$ cat src/hdl/ppa_pkg.sv
// Package for the physical page allocator: request and status codes,
// field widths, controller state and the command/status structs.
// No dependencies.
package ppa_pkg;

    localparam int ADDR_W    = 32;
    localparam int REQ_W     = 3;
    localparam int OWNER_W   = 5;
    localparam int STATUS_W  = 3;
    localparam int GRANT_W   = 21;
    localparam int CNT_OUT_W = 8;

    typedef enum logic [REQ_W-1:0] {
        REQ_ALLOC  = 3'd0,
        REQ_ASSIGN = 3'd1,
        REQ_FREE   = 3'd2,
        REQ_SHARE  = 3'd3,
        REQ_QUERY  = 3'd4
    } req_type_t;

    typedef enum logic [STATUS_W-1:0] {
        ST_OK         = 3'd0,
        ST_MISALIGNED = 3'd1,
        ST_RANGE      = 3'd2,
        ST_IN_USE     = 3'd3,
        ST_NONE_FREE  = 3'd4,
        ST_NOT_HELD   = 3'd5,
        ST_SATURATED  = 3'd6
    } status_t;

    typedef enum logic [4:0] {
        S_CLEAR  = 5'b00001,
        S_IDLE   = 5'b00010,
        S_LOOKUP = 5'b00100,
        S_SCAN   = 5'b01000,
        S_RESP   = 5'b10000
    } state_t;

    typedef struct packed {
        logic clr_step;
        logic req_load;
        logic rd_first;
        logic rd_page;
        logic rd_next;
        logic resp_load;
    } ppa_cmd_t;

    typedef struct packed {
        logic clr_last;
        logic is_alloc;
        logic cnt_zero;
        logic chk_last;
    } ppa_sts_t;

endpackage

$ cat src/hdl/ppa_ctrl.sv
// Controller for the physical page allocator: clearing pass, request
// sequencing, alloc scan and the output valid. Depends on ppa_pkg.
module ppa_ctrl
(
    input  logic              clk,
    input  logic              rst_n,
    input  logic              in_valid,
    output logic              in_ready,
    output logic              out_valid,
    input  logic              out_ready,
    input  ppa_pkg::ppa_sts_t sts,
    output ppa_pkg::ppa_cmd_t cmd
);

    ppa_pkg::state_t state_reg;
    ppa_pkg::state_t state_next;
    logic            out_valid_reg;
    logic            out_valid_next;
    logic            slot_free;

    assign slot_free = !out_valid_reg || out_ready;

    always_comb
    begin
        state_next = state_reg;
        cmd        = '0;
        unique case (state_reg)
            ppa_pkg::S_CLEAR:
            begin
                cmd.clr_step = 1'b1;
                if (sts.clr_last)
                begin
                    state_next = ppa_pkg::S_IDLE;
                end
            end
            ppa_pkg::S_IDLE:
            begin
                if (in_valid)
                begin
                    cmd.req_load = 1'b1;
                    state_next   = ppa_pkg::S_LOOKUP;
                end
            end
            ppa_pkg::S_LOOKUP:
            begin
                if (sts.is_alloc)
                begin
                    cmd.rd_first = 1'b1;
                    state_next   = ppa_pkg::S_SCAN;
                end
                else
                begin
                    cmd.rd_page = 1'b1;
                    state_next  = ppa_pkg::S_RESP;
                end
            end
            ppa_pkg::S_SCAN:
            begin
                if (sts.cnt_zero || sts.chk_last)
                begin
                    state_next = ppa_pkg::S_RESP;
                end
                else
                begin
                    cmd.rd_next = 1'b1;
                end
            end
            ppa_pkg::S_RESP:
            begin
                if (slot_free)
                begin
                    cmd.resp_load = 1'b1;
                    state_next    = ppa_pkg::S_IDLE;
                end
            end
            default:
            begin
                state_next = ppa_pkg::S_CLEAR;
            end
        endcase
    end

    assign out_valid_next = cmd.resp_load || (out_valid_reg && !out_ready);

    always_ff @(posedge clk or negedge rst_n)
    begin
        if (!rst_n)
        begin
            state_reg     <= ppa_pkg::S_CLEAR;
            out_valid_reg <= 1'b0;
        end
        else
        begin
            state_reg     <= state_next;
            out_valid_reg <= out_valid_next;
        end
    end

    assign in_ready  = (state_reg == ppa_pkg::S_IDLE);
    assign out_valid = out_valid_reg;

endmodule

$ cat config.mk
export PLATFORM = sky130hd
export DESIGN_NAME = ppa_ctrl
export DESIGN_NICKNAME = d
export VERILOG_FILES = /design/src/hdl/ppa_pkg.sv /design/src/hdl/ppa_ctrl.sv
export SDC_FILE = /design/constraint.sdc
export NUM_CORES = 1
export LEC_CHECK = 0
export BUFFER_PORTS_ARGS = -buffer_cell sky130_fd_sc_hd__buf_2
export CORE_AREA = 2 2 39 41
export CTS_CLUSTER_SIZE = 8
export DETAILED_ROUTE_END_ITERATION = 8
export DIE_AREA = 0 0 41 43
export SETUP_SLACK_MARGIN = 0.5
export SLEW_MARGIN = 20
export SYNTH_ARGS = -nofsm -noshare
export SYNTH_HDL_FRONTEND = slang
export SYNTH_SLANG_ARGS = --single-unit
$ cat constraint.sdc
create_clock -name clk -period 1.44 [get_ports clk]
set_clock_uncertainty 0.15 [all_clocks]
set_input_delay 0 -clock clk [delete_from_list [all_inputs] [get_ports clk]]
set_output_delay 0 -clock clk [all_outputs]
set_load 0.03 [all_outputs]
==> impl_metrics.json, run 1 <==
{
  "status": "finished, violations left",
  "violations": "hold timing, setup timing",
  "netlist_area_um2": 370.4,
  "internal-power_w": 0.0005824,
  "largest_reg_flops": 5,
  "drt_pass1_iterations": 4,
  "dp_hpwl_um": 660.6,
  "htree_levels": 1,
  "synth_enable_flop_cells": 0,
  "hold_buffers": 3,
  "rows": 14,
  "drc_errors": 0,
  "ys.flop_type": "dfrtp_1",
  "clock_latency_ps": 240,
  "fp.dieW_um": 41,
  "synth_cell_type_count": 23,
  "cts_tree": "yes",
  "routed_wl_um": 1026,
  "port_buffers": 15,
  "crit_path_max_incr_delay_ps": 580,
  "cap_viol_max_count": 0,
  "arrival_ps": 1320,
  "synth.largest_area_cell": "dfrtp_1",
  "syn_avg_cell_area_um2": 9.496,
  "max_freq_ghz": 0.6780,
  "start_util": 0.2676,
  "cp-start-kind": "register",
  "drive_gt1_frac": 0.6712,
  "diodes": 0,
  "switchingPower_w": 0.0003437,
  "grt_usage": 0.1417,
  "wire_per_inst_um": 11.53,
  "dp_slack_ps": 53.71,
  "clockBufferDepth": 2,
  "ioPinCount": 16,
  "nFillCells": 129,
  "pwr-share-clk": 0.183,
  "tightestPinTransition_ps": 197.4,
  "yosysMostFrequentCell": "nor2_1",
  "combPwrFrac": 0.516,
  "cts.sinks": 6,
  "hold_class": "primary input to register",
  "timing.final.crit_share": 1.024,
  "core-area_mm2": 0.001384,
  "grt_first_pass_wirelength_um": 1676,
  "grt_antenna_before_repair": 0,
  "fin_ws_ps": -34.94,
  "async_flop_share": 1.000,
  "synth_seq_cells": 6,
  "ys_seq_area_frac": 0.4088,
  "place.gp.congestion": 0.6951,
  "p_leak_nw": 0.3566,
  "finalSetupViolCount": 5,
  "synthDominantCellAreaShare": 0.3378,
  "clock-root-buffer": "clkbuf_4",
  "ys.warnings.count": 0,
  "fin_util": 0.5163,
  "via_per_inst": 4.764,
  "crit_chain": "nor2_1, and3_4, and2_4, buf_6",
  "rsz0062_at_grt": "yes",
  "die_y_um": 43,
  "vias": 424,
  "critPathSlowestCell": "dfstp_2",
  "grt_overflow": 0,
  "syn_to_final_growth_pct": 92.91,
  "critical_path_class": "register to output port",
  "ir_worst_vdd_uv": 743.8,
  "clkTransAtPathRegs_ps": 50,
  "slew_headroom": 0.8670,
  "grt_start_max_net_pins": 8,
  "grt_pass1_vias": 432,
  "ys_top_cells_by_area": "dfrtp_1 34%, dfstp_2 7.1%, nor2_1 6.1%",
  "syn_nets": 47,
  "path_buf_inv": 1,
  "synthCells": 39,
  "dieArea_mm2": 0.001763,
  "powerDensity_mw_per_mm2": 1296,
  "end_kind": "output port",
  "finalHoldViolCount": 8,
  "cts_made_buffers": 3,
  "swShare": 0.3711,
  "fin_hold_ws_ps": -110.9,
  "synth_common_cells": "6 x nor2_1, 5 x dfrtp_1, 3 x and2_1",
  "seqPwrFrac": 0.302,
  "drt-initial-drc-count": 2,
  "nets": 82,
  "crit_family": "flip-flops",
  "cp.required_ps": 1290,
  "detail-route-antenna-nets": 0,
  "worst-path-max-fanout": 6,
  "min_period_ps": 1475,
  "finalMaxSlewViolations": 0
}
==> final timing paths <==
check                                              start                       end  slack [ps]  cells past startpoint
worst max-delay path            state_reg[0]$_DFFE_PN1P_                    cmd[3]         -30                      4
worst min-delay path                              sts[2]  state_reg[3]$_DFFE_PN0P_        -110                      2
worst max register to register  state_reg[0]$_DFFE_PN1P_  state_reg[0]$_DFFE_PN1P_          20                      4
worst min register to register       out_valid$_DFF_PN0_       out_valid$_DFF_PN0_         420                      2
max in group asynchronous                          rst_n  state_reg[0]$_DFFE_PN1P_         970                      2
min in group asynchronous                          rst_n  state_reg[2]$_DFFE_PN0P_         -50                      2
==> repair_timing <==
item / in CTS / in global routing
pin swaps: 10 / 2
endpoints found under the setup margin: 14 / 14
endpoints found under the hold margin: 11 / 8
gates resized for setup: 20 / 3
setup buffers: 9 / 2
==> worst register-to-register path, delay by kind of cell (launching register included) <==
| family | cells | cell delay, ps |
|---|---|---|
| compound gates | 1 | 240 |
| buf+inv | 1 | 150 |
| flops | 1 | 580 |
| simple gates | 2 | 240 |
==> metal layers <==
| layer | wire length, µm | up-vias | part of all wire | global-route usage |
|---|---|---|---|---|
| met5 | 0 | - | 0 | 0 |
| met4 | 19 | 0 | 0.019 | 0.08000 |
| met3 | 25 | 2 | 0.024 | 0.03141 |
| met2 | 512 | 12 | 0.50 | 0.2094 |
| met1 | 469 | 201 | 0.46 | 0.1815 |
| li1 | - | 209 | - | - |
==> logic make-up after synthesis <==
logic type             share of synthesized area
buffers and inverters                    0.05068
AO/OA/AOI/OAI                             0.1453
AND/OR/NAND/NOR                           0.3683
flip-flops                                0.4088
multiplexers                             0.02703
==> power by group through the flow <==
stage               clock network (W)  logic, W  registers [W]
floorplan                           0  0.000280       0.000244
global placement                    0  0.000315       0.000272
detailed placement                  0  0.000311       0.000275
CTS                          0.000173  0.000462       0.000272
global route                 0.000183  0.000516       0.000286
finish                       0.000169  0.000478       0.000279
==> stage by stage <==
stage | total power [W] | hold WS, ps | TNS [ps] | std cells | area (µm²)
after floorplan | 0.0005237 | -445.6 | 0 | 39 | 400.4
after global placement | 0.0005876 | -320.1 | 0 | 71 | 499.2
after detailed placement | 0.0005866 | -320.2 | 0 | 71 | 499.2
after CTS | 0.0009076 | -113.9 | -72.46 | 87 | 685.7
after global routing | 0.0009858 | -107.2 | -485.2 | 89 | 714.4
final | 0.0009261 | -110.9 | -88.26 | 89 | 714.4
==> layout by cell type, fill, tap and decap left out, drive strengths merged, types with 2 or more instances in the layout <==
| cell type | count |
|---|---|
| and2 | 3 |
| and3 | 2 |
| and3b | 2 |
| buf | 28 |
| clkbuf | 4 |
| dfrtp | 5 |
| dlygate4sd3 | 3 |
| inv | 2 |
| nand2 | 2 |
| nor2 | 6 |
| nor2b | 2 |
==> layout make-up <==
cell class,instances,area (µm²),share of cell area
multi-input combinational,30,254.0,0.3555
clock buffer,4,26.28,0.03678
sequential,6,153.9,0.2154
inverter,2,7.507,0.01051
tap,16,20.02,0.02802
timing repair buffer,31,252.7,0.3538
Power figures use the tool's default switching activity.
==> run 2, diff against run 1 <==
--- a/config.mk
+++ b/config.mk
@@ -10,6 +10,7 @@
 export CTS_CLUSTER_SIZE = 8
 export DETAILED_ROUTE_END_ITERATION = 8
 export DIE_AREA = 0 0 41 43
+export HOLD_SLACK_MARGIN = 0.15
 export SETUP_SLACK_MARGIN = 0.5
 export SLEW_MARGIN = 20
 export SYNTH_ARGS = -nofsm -noshare
==> run 2 against run 1 <==
The flow still finishes with violations (hold timing, setup timing). Worst hold slack stayed put. Global-route usage stayed put. Sequential power hardly changed. Core utilization stayed put. Cell count stayed put. Register-to-register slack hardly changed. Combinational power hardly changed. Setup slack hardly changed. Largest cell class unchanged.
==> impl_metrics.json, run 2 (synthesis results as in run 1) <==
{
  "whs_path_depth": 2,
  "layout_common_cells": "13 x buf_4, 8 x buf_6, 7 x buf_2",
  "htree_levels": 1,
  "grt_overflow": 0,
  "largest_reg_flops": 5,
  "core-area_mm2": 0.001384,
  "cts.sinks": 6,
  "power.total_w": 0.0009260,
  "tightestPinTransition_ps": 197.4,
  "fin_hold_ws_ps": -110.9,
  "cts_tree": "yes",
  "max_freq_ghz": 0.6779,
  "timing.final.crit_share": 1.024,
  "ioPinCount": 16,
  "hold_buffers": 3,
  "drt_pass1_iterations": 4,
  "r2r_start": "state_reg[0]$_DFFE_PN1P_",
  "cp-start-kind": "register",
  "drc_errors": 0,
  "grt_start_max_net_pins": 8,
  "critPathSlowestCell": "dfstp_2",
  "diodes": 0,
  "layout_commonest_cell": "buf_4",
  "fin_tns_setup_ps": -88.86,
  "fp.dieW_um": 41,
  "slew_headroom": 0.8670,
  "cp-startpoint": "state_reg[0]$_DFFE_PN1P_",
  "status": "finished, violations left",
  "finalSetupViolCount": 5,
  "dp_hpwl_um": 660.6,
  "detail-route-antenna-nets": 0,
  "crit_path_max_incr_delay_ps": 580,
  "clockBufferDepth": 2,
  "finalHoldViolCount": 8,
  "wire_per_inst_um": 11.48,
  "via_per_inst": 4.775,
  "nFillCells": 130,
  "worstSetupPathDepth": 4,
  "ir_worst_vdd_uv": 743.4,
  "die_y_um": 43,
  "nets": 82,
  "start_util": 0.2676,
  "worst-path-max-fanout": 6,
  "stdcell_count": 89,
  "crit_family": "flip-flops",
  "grt_usage": 0.1417,
  "grt_pass1_vias": 434,
  "cp.required_ps": 1290,
  "cap_viol_max_count": 0,
  "r2r-end": "state_reg[0]$_DFFE_PN1P_",
  "cp-endpoint": "cmd[3]",
  "rows": 14,
  "cts_made_buffers": 3,
  "place.gp.congestion": 0.6951,
  "routed_wl_um": 1022,
  "min_period_ps": 1475,
  "dieArea_mm2": 0.001763,
  "port_buffers": 15,
  "powerDensity_mw_per_mm2": 1296,
  "drive_gt1_frac": 0.6712,
  "clock_latency_ps": 240,
  "p_leak_nw": 0.3566,
  "drt-initial-drc-count": 2,
  "finalMaxSlewViolations": 0,
  "dp.cells": 71,
  "rsz0062_at_grt": "yes",
  "vias": 425,
  "grt_first_pass_wirelength_um": 1683,
  "arrival_ps": 1330,
  "reg2reg_slack_ps": 20,
  "critical_path_class": "register to output port",
  "fin_ws_ps": -35.16,
  "hold_class": "primary input to register",
  "clock-root-buffer": "clkbuf_4",
  "syn_to_final_growth_pct": 92.91,
  "r2r_cells": 4,
  "grt_antenna_before_repair": 0,
  "crit_chain": "nor2_1, and3_4, and2_4, buf_6",
  "clkTransAtPathRegs_ps": 50,
  "path_buf_inv": 1,
  "end_kind": "output port",
  "violations": "hold timing, setup timing"
}
## run 2: where the power goes
group | switching [W] | total, W | internal [W]
sequential | 0.0000651 | 0.000279 | 0.000214
clock | 0.0000640 | 0.000169 | 0.000105
combinational | 0.000215 | 0.000478 | 0.000263
## run 2: worst min path at each step
stage / startpoint / to / slack [ps]
final: sts[2] / state_reg[3]$_DFFE_PN0P_ / -110
after global routing: sts[2] / state_reg[3]$_DFFE_PN0P_ / -110
after CTS: sts[2] / state_reg[3]$_DFFE_PN0P_ / -110
after detailed placement: rst_n / state_reg[2]$_DFFE_PN0P_ / -320
after global placement: rst_n / out_valid$_DFF_PN0_ / -320
after floorplan: rst_n / out_valid$_DFF_PN0_ / -450
## run 2: area by class of cell
class                           count  area [µm²]  area share
Multi-Input combinational cell     30       254.0      0.3555
Timing Repair Buffer               31       252.7      0.3538
Sequential cell                     6       153.9      0.2154
Clock buffer                        4       26.28     0.03678
Tap cell                           16       20.02     0.02802
Inverter                            2       7.507     0.01051
## run 2: per-layer routing
metal  GRT usage  vias to the layer above  wire length (µm)
li1            -                      209                 -
met1      0.1815                      202               466
met2      0.2094                       12               512
met3     0.03141                        2                25
met4     0.08000                        0                19
met5           0                        -                 0
## run 2: through the flow
step	util	setup WS [ps]	instance area, µm²
global route	0.5163	-79.53	714.4
finish	0.5163	-35.16	714.4
floorplan	-	1.357	400.4
CTS	0.4955	-28.67	685.7
detailed placement	0.3608	53.71	499.2
global placement	0.3608	59.72	499.2
## run 2: timing repair
item / in CTS / in global routing
pin swaps: 10 / 2
endpoints found under the setup margin: 14 / 14
setup buffers: 9 / 2
gates resized for setup: 20 / 3
hold endpoints to repair: 12 / 8
## run 2: worst register-to-register path: stages (launching register included)
cell and delay, ps:
dfstp_2 580, buf_4 150, nor2b_1 50, o311ai_2 240, and3b_1 190
==> run 3, diff against run 2 <==
--- a/config.mk
+++ b/config.mk
@@ -12,6 +12,7 @@
 export DIE_AREA = 0 0 41 43
 export HOLD_SLACK_MARGIN = 0.15
 export SETUP_SLACK_MARGIN = 0.5
+export SKIP_CTS_REPAIR_TIMING = 1
 export SLEW_MARGIN = 20
 export SYNTH_ARGS = -nofsm -noshare
 export SYNTH_HDL_FRONTEND = slang
==> run 3 against run 2 <==
The run still ends with hold timing, setup timing left. First-iteration DRC count increased to 2.5 times the previous value. Global-route usage decreased by 2.9 points. Via count decreased by 4.2%. Sequential power is essentially flat. Design area decreased by 4.6%. Core utilization down 2.4 points. Clock-buffer cell count is the same. Die area unchanged. Power shrank 4.6%. Wire length shrank 0.68%. Worst hold slack gained 48 ps. Setup slack got worse by 76 ps. Largest cell class unchanged.
==> impl_metrics.json, run 3 (synthesis results as in run 1) <==
{
  "status": "finished, violations left",
  "violations": "hold timing, setup timing",
  "power.total_w": 0.0008838,
  "min_period_ps": 1551,
  "powerDensity_mw_per_mm2": 1296,
  "slew_headroom": 0.8379,
  "arrival_ps": 1400,
  "grt_pass1_vias": 321,
  "dp.cells": 71,
  "tightestPinTransition_ps": 241.1,
  "vias": 407,
  "syn_to_final_growth_pct": 84.12,
  "critPathSlowestCell": "dfstp_2",
  "hold_end": "out_valid$_DFF_PN0_",
  "cts_made_buffers": 3,
  "routed_wl_um": 1015,
  "crit_chain": "nor2_1, and3_4, nor2b_4, clkbuf_4",
  "port_buffers": 15,
  "dp_hpwl_um": 660.6,
  "drt_pass1_iterations": 2,
  "dp_slack_ps": 53.71,
  "fp.dieW_um": 41,
  "critical_path_class": "register to output port",
  "clock-root-buffer": "clkbuf_4",
  "nets": 78,
  "start_util": 0.2676,
  "timing.final.crit_share": 1.077,
  "hold_class": "primary input to register",
  "end_kind": "output port",
  "drc_errors": 0,
  "r2r_cells": 5,
  "crit_family": "flip-flops",
  "p_leak_nw": 0.3341,
  "stdcell_count": 85,
  "via_per_inst": 4.788,
  "reg2reg_slack_ps": -100,
  "nFillCells": 127,
  "grt_start_max_net_pins": 11,
  "finalSetupViolCount": 8,
  "whs_path_depth": 3,
  "multi_input_area_um2": 249.0,
  "place.gp.congestion": 0.6951,
  "layout_common_cells": "8 x buf_6, 7 x buf_2, 6 x buf_4",
  "diodes": 0,
  "finalMaxSlewViolations": 0,
  "r2r_start": "state_reg[3]$_DFFE_PN0P_",
  "worst-path-max-fanout": 8,
  "clock_latency_ps": 240,
  "cts_tree": "yes",
  "rows": 14,
  "design_area_um2": 681.9,
  "die_y_um": 43,
  "fin_ws_ps": -111.5,
  "finalHoldViolCount": 7,
  "hold_start": "out_ready",
  "max_freq_ghz": 0.6446,
  "grt_first_pass_wirelength_um": 1311,
  "core-area_mm2": 0.001384,
  "grt_overflow": 0,
  "clkTransAtPathRegs_ps": 50,
  "crit_path_max_incr_delay_ps": 600,
  "seqCellArea_um2": 153.9,
  "wire_per_inst_um": 11.94,
  "dieArea_mm2": 0.001763,
  "path_buf_inv": 1,
  "largest_reg_flops": 5,
  "clockBufferDepth": 2,
  "grt_usage": 0.1123,
  "fin_util": 0.4928,
  "cap_viol_max_count": 0,
  "cts.sinks": 6,
  "placed_cell_area_um2": 499.2,
  "htree_levels": 1,
  "cp.required_ps": 1290,
  "ioPinCount": 16,
  "ir_worst_vdd_uv": 747.5,
  "detail-route-antenna-nets": 0,
  "r2r-end": "state_reg[0]$_DFFE_PN1P_",
  "grt_antenna_before_repair": 0,
  "cp-start-kind": "register",
  "rsz0062_at_grt": "yes",
  "drt-initial-drc-count": 5,
  "layout_commonest_cell": "buf_6",
  "fin_hold_ws_ps": -62.94,
  "drive_gt1_frac": 0.6522
}
==> run 3: layout make-up <==
type / instances / share of cell area
clock buffer: 4 / 0.03853
inverter: 2 / 0.01101
multi-input combinational: 30 / 0.3651
sequential: 6 / 0.2257
tap: 16 / 0.02936
timing repair buffer: 27 / 0.3303
==> run 3: worst max path at each step <==
stage                                   startpoint                        to  slack (ps)  depth (start not counted)
after floorplan           state_reg[0]$_DFFE_PN1P_  state_reg[4]$_DFFE_PN0P_           1                          4
after global placement    state_reg[0]$_DFFE_PN1P_  state_reg[4]$_DFFE_PN0P_          60                          3
after detailed placement  state_reg[0]$_DFFE_PN1P_  state_reg[4]$_DFFE_PN0P_          50                          3
after CTS                 state_reg[3]$_DFFE_PN0P_                    cmd[2]        -220                          4
after global routing      state_reg[1]$_DFFE_PN0P_                    cmd[2]        -180                          4
final                     state_reg[0]$_DFFE_PN1P_                    cmd[2]        -110                          4
==> run 3: metal layers <==
| metal | routed length [µm] | part of all wire | global-route usage | up-vias |
|---|---|---|---|---|
| met1 | 457 | 0.45 | 0.1518 | 191 |
| li1 | - | - | - | 202 |
| met2 | 514 | 0.51 | 0.1469 | 12 |
| met3 | 24 | 0.024 | 0.03141 | 2 |
| met5 | 0 | 0 | 0 | - |
| met4 | 19 | 0.019 | 0.08000 | 0 |
==> run 3: tightest hold or removal path: cells and delay by family <==
family / cells / cell delay (ps)
buf+inv: 1 / 70
simple gates: 2 / 210
==> run 3: per-stage QoR <==
step                      TNS [ps]  hold slack, ps
after floorplan                  0          -445.6
after global routing         -1301          -50.26
after global placement           0          -320.1
final                       -710.8          -62.94
after detailed placement         0          -320.2
after CTS                   -775.5          -583.2
==> run 3: power breakdown <==
group          switching, W  leakage, nW  internal (W)
registers         0.0000664       0.0761      0.000214
logic              0.000198        0.243      0.000236
clock network     0.0000638       0.0150      0.000105
total              0.000328        0.334      0.000556
